$ cat src/rtl/sfrp_pkg.sv
// ----------------------------------------------------------------------------
// sfrp_pkg
// Shared types, codes and decode helpers for the servo status reply parser.
// ----------------------------------------------------------------------------
package sfrp_pkg;

  localparam int DATA_BYTES_DEF = 15;
  localparam int COUNT_W        = 6;
  localparam int FIELD_BYTES    = 15;
  localparam int IDX_W          = $clog2(FIELD_BYTES);

  localparam logic [COUNT_W-1:0] COUNT_MAX = '1;
  localparam logic [COUNT_W-1:0] POS_ID    = COUNT_W'(2);
  localparam logic [COUNT_W-1:0] POS_LEN   = COUNT_W'(3);
  localparam logic [COUNT_W-1:0] POS_ERR   = COUNT_W'(4);
  localparam logic [COUNT_W-1:0] POS_DATA  = COUNT_W'(5);

  localparam logic [7:0] SUM_GOOD = 8'hFF;

  localparam logic CFG_EXPECTED_ID = 1'b0;
  localparam logic CFG_HEADER_BYTE = 1'b1;

  typedef enum logic [2:0] {
    VERDICT_OK       = 3'd0,
    VERDICT_SIZE     = 3'd1,
    VERDICT_HEADER   = 3'd2,
    VERDICT_ID       = 3'd3,
    VERDICT_LENGTH   = 3'd4,
    VERDICT_CHECKSUM = 3'd5
  } verdict_t;

  typedef struct packed {
    logic [COUNT_W-1:0] count;
    logic [7:0]         sum;
    logic               header_ok;
    logic               id_ok;
    logic               length_ok;
    logic [7:0]         saved_id;
    logic [7:0]         saved_error;
  } frame_status_t;

  typedef struct packed {
    verdict_t           verdict;
    logic [7:0]         reply_id;
    logic [7:0]         error_byte;
    logic signed [15:0] position;
    logic signed [15:0] speed;
    logic signed [10:0] load;
    logic [7:0]         voltage;
    logic [7:0]         temperature;
    logic [7:0]         servo_state;
    logic               moving;
    logic signed [15:0] current;
  } result_t;

  function automatic logic [15:0] sm15(input logic [15:0] raw);
    logic [15:0] mag;
    mag = {1'b0, raw[14:0]};
    return raw[15] ? (16'd0 - mag) : mag;
  endfunction

  function automatic logic [10:0] sm10(input logic [15:0] raw);
    logic [10:0] mag;
    mag = {1'b0, raw[9:0]};
    return raw[10] ? (11'd0 - mag) : mag;
  endfunction

endpackage

$ cat src/rtl/sfrp_decode.sv
// ----------------------------------------------------------------------------
// sfrp_decode
// Verdict priority and field decode for one completed reply frame.
// ----------------------------------------------------------------------------
module sfrp_decode #(
  parameter int DATA_BYTES = sfrp_pkg::DATA_BYTES_DEF
) (
  input  sfrp_pkg::frame_status_t                             status,
  input  logic [sfrp_pkg::FIELD_BYTES-1:0][7:0]               payload,
  output sfrp_pkg::result_t                                   result
);
  import sfrp_pkg::*;

  localparam logic [COUNT_W-1:0] FRAME_LEN = COUNT_W'(DATA_BYTES + 6);

  verdict_t verdict;

  always_comb begin
    if (status.count != FRAME_LEN) begin
      verdict = VERDICT_SIZE;
    end else if (!status.header_ok) begin
      verdict = VERDICT_HEADER;
    end else if (!status.id_ok) begin
      verdict = VERDICT_ID;
    end else if (!status.length_ok) begin
      verdict = VERDICT_LENGTH;
    end else if (status.sum != SUM_GOOD) begin
      verdict = VERDICT_CHECKSUM;
    end else begin
      verdict = VERDICT_OK;
    end
  end

  always_comb begin
    result = '0;
    result.verdict = verdict;
    if (verdict == VERDICT_OK) begin
      result.reply_id    = status.saved_id;
      result.error_byte  = status.saved_error;
      result.position    = sm15({payload[1], payload[0]});
      result.speed       = sm15({payload[3], payload[2]});
      result.load        = sm10({payload[5], payload[4]});
      result.voltage     = payload[6];
      result.temperature = payload[7];
      result.servo_state = payload[9];
      result.moving      = (payload[10] != 8'd0);
      result.current     = sm15({payload[14], payload[13]});
    end
  end

endmodule

$ cat src/rtl/servo_feedback_reply_parser_unit.sv
// ----------------------------------------------------------------------------
// servo_feedback_reply_parser_unit
// Byte-wise parser for servo status replies; one verdict item per frame.
// A frame's result goes to the result register as its last byte is accepted,
// or to the one-entry skid behind it while that register holds an item.
// Bytes are taken one per cycle while the skid is empty, set by the single
// frame-state update between the input handshake and the result register;
// a full skid stops the input. Reset clears the frame state, the result and
// skid valid bits, and sets the servo id to 1 and header_byte to 255.
// ----------------------------------------------------------------------------
module servo_feedback_reply_parser_unit #(
  parameter int DATA_BYTES = sfrp_pkg::DATA_BYTES_DEF
) (
  input  logic         clk,
  input  logic         rst,
  input  logic         s_tvalid,
  output logic         s_tready,
  input  logic [7:0]   s_tdata,   // [7:0] rx_byte
  input  logic         s_tlast,   // frame_end
  output logic         m_tvalid,
  input  logic         m_tready,
  // [7:0] reply_id, [15:8] error_byte, [31:16] position, [47:32] speed,
  // [58:48] load, [66:59] voltage, [74:67] temperature, [82:75] servo_state,
  // [83] moving, [99:84] current, [103:100] zero
  output logic [103:0] m_tdata,
  output logic [2:0]   m_tuser,   // [2:0] verdict
  input  logic         cfg_we,
  input  logic         cfg_index,
  input  logic [7:0]   cfg_data
);
  import sfrp_pkg::*;

  localparam logic [7:0] LEN_BYTE = 8'(DATA_BYTES + 2);

  localparam frame_status_t FRAME_IDLE = '{
    count:       '0,
    sum:         '0,
    header_ok:   1'b1,
    id_ok:       1'b1,
    length_ok:   1'b1,
    saved_id:    '0,
    saved_error: '0
  };

  logic [7:0] servo_id;
  logic [7:0] header_byte;

  frame_status_t                   status;
  frame_status_t                   status_next;
  logic [FIELD_BYTES-1:0][7:0]     payload;
  logic [FIELD_BYTES-1:0][7:0]     payload_next;
  logic [COUNT_W-1:0]              wr_off;
  logic [IDX_W-1:0]                wr_idx;

  result_t result;
  result_t out_reg;
  result_t skid;
  logic    out_valid;
  logic    skid_valid;
  logic    accept;
  logic    produce;
  logic    take;

  assign s_tready = !skid_valid;
  assign accept   = s_tvalid && s_tready;
  assign produce  = accept && s_tlast;
  assign take     = out_valid && m_tready;

  always_ff @(posedge clk) begin
    if (rst) begin
      servo_id    <= 8'd1;
      header_byte <= 8'hFF;
    end else if (cfg_we) begin
      case (cfg_index)
        CFG_EXPECTED_ID: servo_id <= cfg_data;
        CFG_HEADER_BYTE: header_byte <= cfg_data;
        default: ;
      endcase
    end
  end

  assign wr_off = status.count - POS_DATA;
  assign wr_idx = wr_off[IDX_W-1:0];

  always_comb begin
    status_next  = status;
    payload_next = payload;
    if (status.count < POS_ID) begin
      if (s_tdata != header_byte) begin
        status_next.header_ok = 1'b0;
      end
    end else begin
      status_next.sum = status.sum + s_tdata;
      if (status.count == POS_ID) begin
        status_next.saved_id = s_tdata;
        status_next.id_ok    = (s_tdata == servo_id);
      end else if (status.count == POS_LEN) begin
        status_next.length_ok = (s_tdata == LEN_BYTE);
      end else if (status.count == POS_ERR) begin
        status_next.saved_error = s_tdata;
      end else if (wr_off < COUNT_W'(FIELD_BYTES)) begin
        payload_next[wr_idx] = s_tdata;
      end
    end
    if (status.count != COUNT_MAX) begin
      status_next.count = status.count + 1'b1;
    end
  end

  sfrp_decode #(
    .DATA_BYTES (DATA_BYTES)
  ) u_decode (
    .status  (status_next),
    .payload (payload_next),
    .result  (result)
  );

  always_ff @(posedge clk) begin
    if (rst) begin
      status <= FRAME_IDLE;
    end else if (accept) begin
      if (s_tlast) begin
        status <= FRAME_IDLE;
      end else begin
        status <= status_next;
      end
    end
  end

  always_ff @(posedge clk) begin
    if (accept) begin
      payload <= payload_next;
    end
  end

  // result register with a one-entry skid
  always_ff @(posedge clk) begin
    if (rst) begin
      out_valid  <= 1'b0;
      skid_valid <= 1'b0;
    end else if (!out_valid || take) begin
      if (skid_valid) begin
        out_valid  <= 1'b1;
        skid_valid <= 1'b0;
      end else begin
        out_valid <= produce;
      end
    end else if (produce) begin
      skid_valid <= 1'b1;
    end
  end

  always_ff @(posedge clk) begin
    if (!out_valid || take) begin
      if (skid_valid) begin
        out_reg <= skid;
      end else if (produce) begin
        out_reg <= result;
      end
    end else if (produce) begin
      skid <= result;
    end
  end

  assign m_tvalid = out_valid;
  assign m_tuser  = out_reg.verdict;
  assign m_tdata  = {4'd0, out_reg.current, out_reg.moving, out_reg.servo_state,
                     out_reg.temperature, out_reg.voltage, out_reg.load,
                     out_reg.speed, out_reg.position, out_reg.error_byte,
                     out_reg.reply_id};

  a_frame_clear: assert property (@(posedge clk) disable iff (rst)
    produce |=> status.count == '0)
    else $error("frame state not cleared after last byte");

  a_skid_behind_out: assert property (@(posedge clk) disable iff (rst)
    skid_valid |-> out_valid)
    else $error("skid holds an item while result register is empty");

  a_stall_to_skid: assert property (@(posedge clk) disable iff (rst)
    produce && out_valid && !m_tready |=> skid_valid)
    else $error("result lost while output stalled");

  a_error_zero: assert property (@(posedge clk) disable iff (rst)
    out_valid && out_reg.verdict != VERDICT_OK |-> m_tdata == '0)
    else $error("decoded fields not zero on error verdict");

endmodule

$ cat config.mk
export PLATFORM = sky130hd
export DESIGN_NAME = servo_feedback_reply_parser_unit
export DESIGN_NICKNAME = d
export VERILOG_FILES = /design/src/rtl/sfrp_pkg.sv /design/src/rtl/sfrp_decode.sv /design/src/rtl/servo_feedback_reply_parser_unit.sv
export SDC_FILE = /design/constraint.sdc
export NUM_CORES = 1
export LEC_CHECK = 0
export ABC_AREA = 1
export ABC_CLOCK_PERIOD_IN_PS = 8300
export BUFFER_PORTS_ARGS = -buffer_cell sky130_fd_sc_hd__buf_2
export CAP_MARGIN = 20
export CORE_ASPECT_RATIO = 1.5
export CORE_UTILIZATION = 35
export DETAILED_ROUTE_END_ITERATION = 12
export PLACE_DENSITY = 0.51
export RECOVER_POWER = 25
export SLEW_MARGIN = 10
export SYNTH_ARGS = -nofsm -noshare
export SYNTH_HDL_FRONTEND = slang
export SYNTH_SLANG_ARGS = --single-unit
export TNS_END_PERCENT = 5
$ cat constraint.sdc
create_clock -name clk -period 8.3 [get_ports clk]
set_input_delay 1.245 -clock clk [delete_from_list [all_inputs] [get_ports clk]]
set_output_delay 1.245 -clock clk [all_outputs]
set_load 0.02 [all_outputs]
# [Yosys cells after proc, flatten, opt, wreduce, memory -nomap -nowiden]
# Index checks and enable logic that the tools add are counted.
[word_totals] reg_bits=377 word_cells=125 output_inout_bits=109 input_bits=23
[op_classes] mux=34 add_sub_neg=7 bitwise=6 reduce_logical=16 n_lt_le_gt_ge=4 eq_ne=9
[ops] operator="$mux W120" count=5
[ops] operator="$mux W103" count=2
[ops] operator="$bwmux W120" count=1
[ops] operator="$mux W100" count=1
[ops] operator="$mux W16" count=3
[ops] operator="$mux W8" count=6
[ops] operator="$sub A1 B15 Y16 const A" count=3
[ops] operator="$mux W33" count=1
[ops] operator="$demux W8 S4" count=1
[ops] operator="$mux W18" count=1
[ops] operator="$mux W3" count=5
[ops] operator="$eq A6 B2 Y1 const B" count=2
[ops] operator="$mux W11" count=1
[ops] operator="$sub A1 B10 Y11 const A" count=1
[ops] operator="$add A8 B8 Y8" count=1
[ops] operator="$eq A8 B5 Y1 const B" count=1
[ops] operator="$eq A8 B8 Y1" count=1
[ops] operator="$ne A8 B8 Y1" count=1
[ops] operator="$ne A8 B8 Y1 const B" count=1
[ops] operator="$reduce_and A2 Y1" count=4
[ops] operator="$reduce_bool A8 Y1" count=1
[ops] operator="$add A6 B1 Y6 const B" count=1
[ops] operator="$eq A6 B3 Y1 const B" count=1
[ops] operator="$lt A6 B2 Y1 const B" count=1
[ops] operator="16 further kinds" count=30

# [Longest topological paths before layout]
[depth] word_depth=16 depth_mapped=24 ltp_nobuf=22

# [By module]
# From an unflattened synthesis, not the netlist that was laid out.
[unflattened] hier_cells=2218 area_unflattened_um2=18776.8
[modules_own_cells] mod="servo_feedback_reply_parser_unit" cells_each=1782 seq_area_each_um2=10810.4 n_inst=1 area_per_inst_um2=16784.8
[modules_own_cells] mod="sfrp_decode" cells_each=436 seq_area_each_um2=0.0 n_inst=1 area_per_inst_um2=1991.9

# [Least setup slack after synthesis]
# Ideal clock, no wire load.
[synth_path] path_kind="in2reg" startpoint="in s_tvalid" endpoint="reg skid[0] (netlist name), enable pin" n_path_buf=0 t_arrival_ns=5.843 setup_slack_ns=1.891 setup_ns=0.566 cell_stages=4 t_required_ns=7.734 cell_sequence="nand2_1 > inv_1 > nand2_1 > nor2_1"
[synth_via] elab_chain_len=3
[synth_lines] item="start, declared" line_no="servo_feedback_reply_parser_unit.sv:16" text="input logic s_tvalid,"
[synth_lines] item="$logic_and A1 B1 Y1" line_no="servo_feedback_reply_parser_unit.sv:65" text="assign accept = s_tvalid && s_tready;"
[synth_lines] item="$logic_and A1 B1 Y1" line_no="servo_feedback_reply_parser_unit.sv:66" text="assign produce = accept && s_tlast;"
[synth_lines] item="$reduce_and A2 Y1 (no source line)"
[synth_lines] item="end signal, assigned" line_no="servo_feedback_reply_parser_unit.sv:161" text="skid <= result;"
[synth_lines] item="end, declared" line_no="servo_feedback_reply_parser_unit.sv:57" text="result_t skid;"
# No other way between the ends.
# A chain may end at the register's enable or synchronous reset.

# [Final worst setup path]
[layout_path] startpoint="reg skid_valid" endpoint="out s_tready"
[layout_via] elab_chain_len=1
[layout_lines] item="start, declared" line_no="servo_feedback_reply_parser_unit.sv:59" text="logic skid_valid;"
[layout_lines] item="start signal, assigned" line_no="servo_feedback_reply_parser_unit.sv:140" text="skid_valid <= 1'b0;"
[layout_lines] item="start signal, assigned" line_no="servo_feedback_reply_parser_unit.sv:144" text="skid_valid <= 1'b0;"
[layout_lines] item="start signal, assigned" line_no="servo_feedback_reply_parser_unit.sv:149" text="skid_valid <= 1'b1;"
[layout_lines] item="$logic_not A1 Y1" line_no="servo_feedback_reply_parser_unit.sv:64" text="assign s_tready = !skid_valid;"
[layout_lines] item="end, declared" line_no="servo_feedback_reply_parser_unit.sv:17" text="output logic s_tready,"
# No other way between the ends.

==> impl_metrics.toml <==
[status]
outcome = "finished, violations left"
violations = "max-capacitance violations, max-slew violations"

[hold_path]
worstHoldPathType = "register to register"
hold_path_end = "status[8]"
holdPathStages = 2
min_from = "status[8]"

[worst_setup_path]
r2r_slack_ps = 2750
r2r_end = "skid[66]"
critPathArrivalTime_ps = 4420
start_kind = "register"
critPathCaptureType = "output port"
r2r_cells = 8
worst-setup-path-type = "register to output port"
cp_data_required_time_ps = 7050
path_max_fanout = 38
reg2reg_from = "skid_valid"

[global_routing]
grt-ovfl-total = 0
grt_pass1_wl_um = 74200
grt_pass1_vias = 13400
track_usage = 0.184
grt_max_degree = 98
antenna_found_initial = 1

[layout]
seq_area_um2 = 9940
antenna_cells = 0
area_growth_pct = 11.8
fin_nets = 2160
fill_cells = 5095
drive_gt1_frac = 0.0955
final_core_util = 0.398
instances_no_fill = 2810
multiInputGateArea_um2 = 6490

[logic_synthesis]
syn_inst = 2025
synth_top_cell_by_area = "edfxtp_1"
ys_seq_area_frac = 0.559
ys_top_cells_by_count = "548 x nand2_1, 297 x edfxtp_1, 255 x nor2_1"
ys_types = 46
synth.most_common_cell = "nand2_1"
synthArstFlopShare = 0
synth_edf_count = 297
syn_area_um2 = 17800
synth_top_area_share = 0.502
synth_top_flop_cell = "edfxtp_1"
ys_ff_latch = 348
ys.warnings.count = 0
ys_top_cells_by_area = "edfxtp_1 50%, nand2_1 12%, dfxtp_1 5.7%, nor2_1 5.4%, inv_1 4.5%"
avgSynthCellArea_um2 = 8.78

[clocking]
clk_pin_slew_worst_paths_ps = 60
cts_setup_buffers = 0
root_buffer = "clkbuf_16"
cts_tree = "done"
cts.sinks = 348
cts_buffer_depth = 3
post_cts_resized = 0
clkLatencyLatePin_ps = 550
postCtsHoldBufs = 0
numCtsBuffers = 37
htree_levels = 2

[placed_design]
place_inst = 2743
place_ws_ps = 3640
gp_congestion = 0.861
portBuffers = 127
dp_hpwl_um = 30600

[floorplanning]
die_area_um2 = 51700
die_w_um = 186
rows = 100
num_io_pins = 132
dieHeight_um = 278
initial_core_util = 0.356
core_um2 = 49900

[timing]
final_hold_viol_count = 0
worst_slew_pin_slew_ps = 2480
fin_crit_sh = 0.683
fmax_mhz = 176
setup_ws_ps = 2630
setup_viol = 0
maxSlewHeadroom = -0.656
report.final.slew_viol_count = 112
fin_worst_skew_ps = 10.8
setup_tns_ps = 0
period_needed_ps = 5670
rsz0062_at_grt = "false"

[routing]
vias_per_cell = 4.83
dr_total_vias = 13600
drc_errors = 0
firstDrtPassIters = 5
wirelength_um = 46200
postRouteAntennaNets = 0
drtIter0Drc = 995
wl_per_cell_um = 16.5

[power_and_ir_drop]
powerDensity_nw_per_um2 = 195
peakVddDrop_uv = 121
total_power_mw = 3.89
p_leak_nw = 8.16

[job]
drv_cap = 3
-- where the power goes --
group	leakage, nW	internal [mW]	switching (mW)
sequential	3.05	1.95	0.0223
clock	0.577	0.917	0.718
combinational	4.53	0.0715	0.210
total	8.16	2.94	0.950
-- through the flow --
stage | hold slack, ps | area, um2
final | 462 | 19900
after global placement | 448 | 18900
after CTS | 465 | 20000
after detailed placement | 457 | 18900
after global routing | 480 | 19900
after floorplan | 429 | 17800
-- sequential cells by signal, summed over array words and instances, names as in the netlist, 3 cells and up --
register	cells
servo_id	8
m_tdata	100
header_byte	8
skid	103
payload	91
m_tuser	3
status	33
-- layer usage --
layer	vias to the layer above	wire length [um]	GRT usage
li1	6823	-	-
met1	6443	20000	0.231
met2	245	23400	0.323
met3	68	1690	0.0254
met4	2	1130	0.0534
met5	-	10	0
-- cell type report --
| type | instances | area share |
|---|---|---|
| sequential | 348 | 0.500 |
| multi-input combinational | 1363 | 0.326 |
| clock buffer | 41 | 0.0473 |
| inverter | 228 | 0.0436 |
| tap | 663 | 0.0417 |
| timing repair buffer | 141 | 0.0303 |
| clock inverter | 26 | 0.0108 |
-- how the worst max path moves through the flow --
stage | cells after the start | start | slack, ps | to
after floorplan | 4 | s_tvalid | 1890 | skid[0]
after global placement | 16 | s_tdata[1] | 3740 | m_tdata[53]
after CTS | 22 | status[28] | 3810 | skid[8]
final | 3 | skid_valid | 2630 | s_tready
after detailed placement | 16 | s_tdata[1] | 3640 | m_tdata[56]
after global routing | 5 | skid_valid | 2030 | m_tdata[47]
-- layout by cell type (no fill, tap or decap), types with 3 or more instances in the layout --
master and instances:
o21ai_2 7, nand2_1 548, clkbuf_16 37, inv_4 4, nand3_1 108, dfxtp_1 51
xnor2_1 15, o21ai_1 13, clkbuf_1 111, nor2_1 254, xor2_1 18, bufinv_16 3
buf_2 22, a21oi_1 127, or2_2 17, nand3_2 17, nand3b_1 3, o21ai_0 94
nor2_4 9, o22ai_1 9, clkinv_1 12, inv_1 211, ha_1 17, conb_1 4
nor3_1 3, nand2_4 6, a31oi_1 3, inv_2 10, nand4_1 34, buf_4 12
nand2_2 33, edfxtp_1 297, nor2_2 9, clkinv_2 10
-- cells by family (layout without fill, tap and decap cells) --
group / after synthesis / count (layout) / share of synthesized area
simple gates: 1045 / 1045 / 0.256
flops: 348 / 348 / 0.559
buf+inv: 317 / 436 / 0.0771
compound gates: 263 / 263 / 0.0788
xor+xnor: 33 / 33 / 0.0163
fa+ha+maj: 18 / 18 / 0.0131
other cells: 1 / 4 / 0.000211
-- worst max-delay path, cell delays in order, from the launching register on --
cell	delay [ps]
dfxtp_1	300
clkbuf_1	1590
clkinvlp_2	1530
buf_2	440
(Power assumes the default switching activity.)
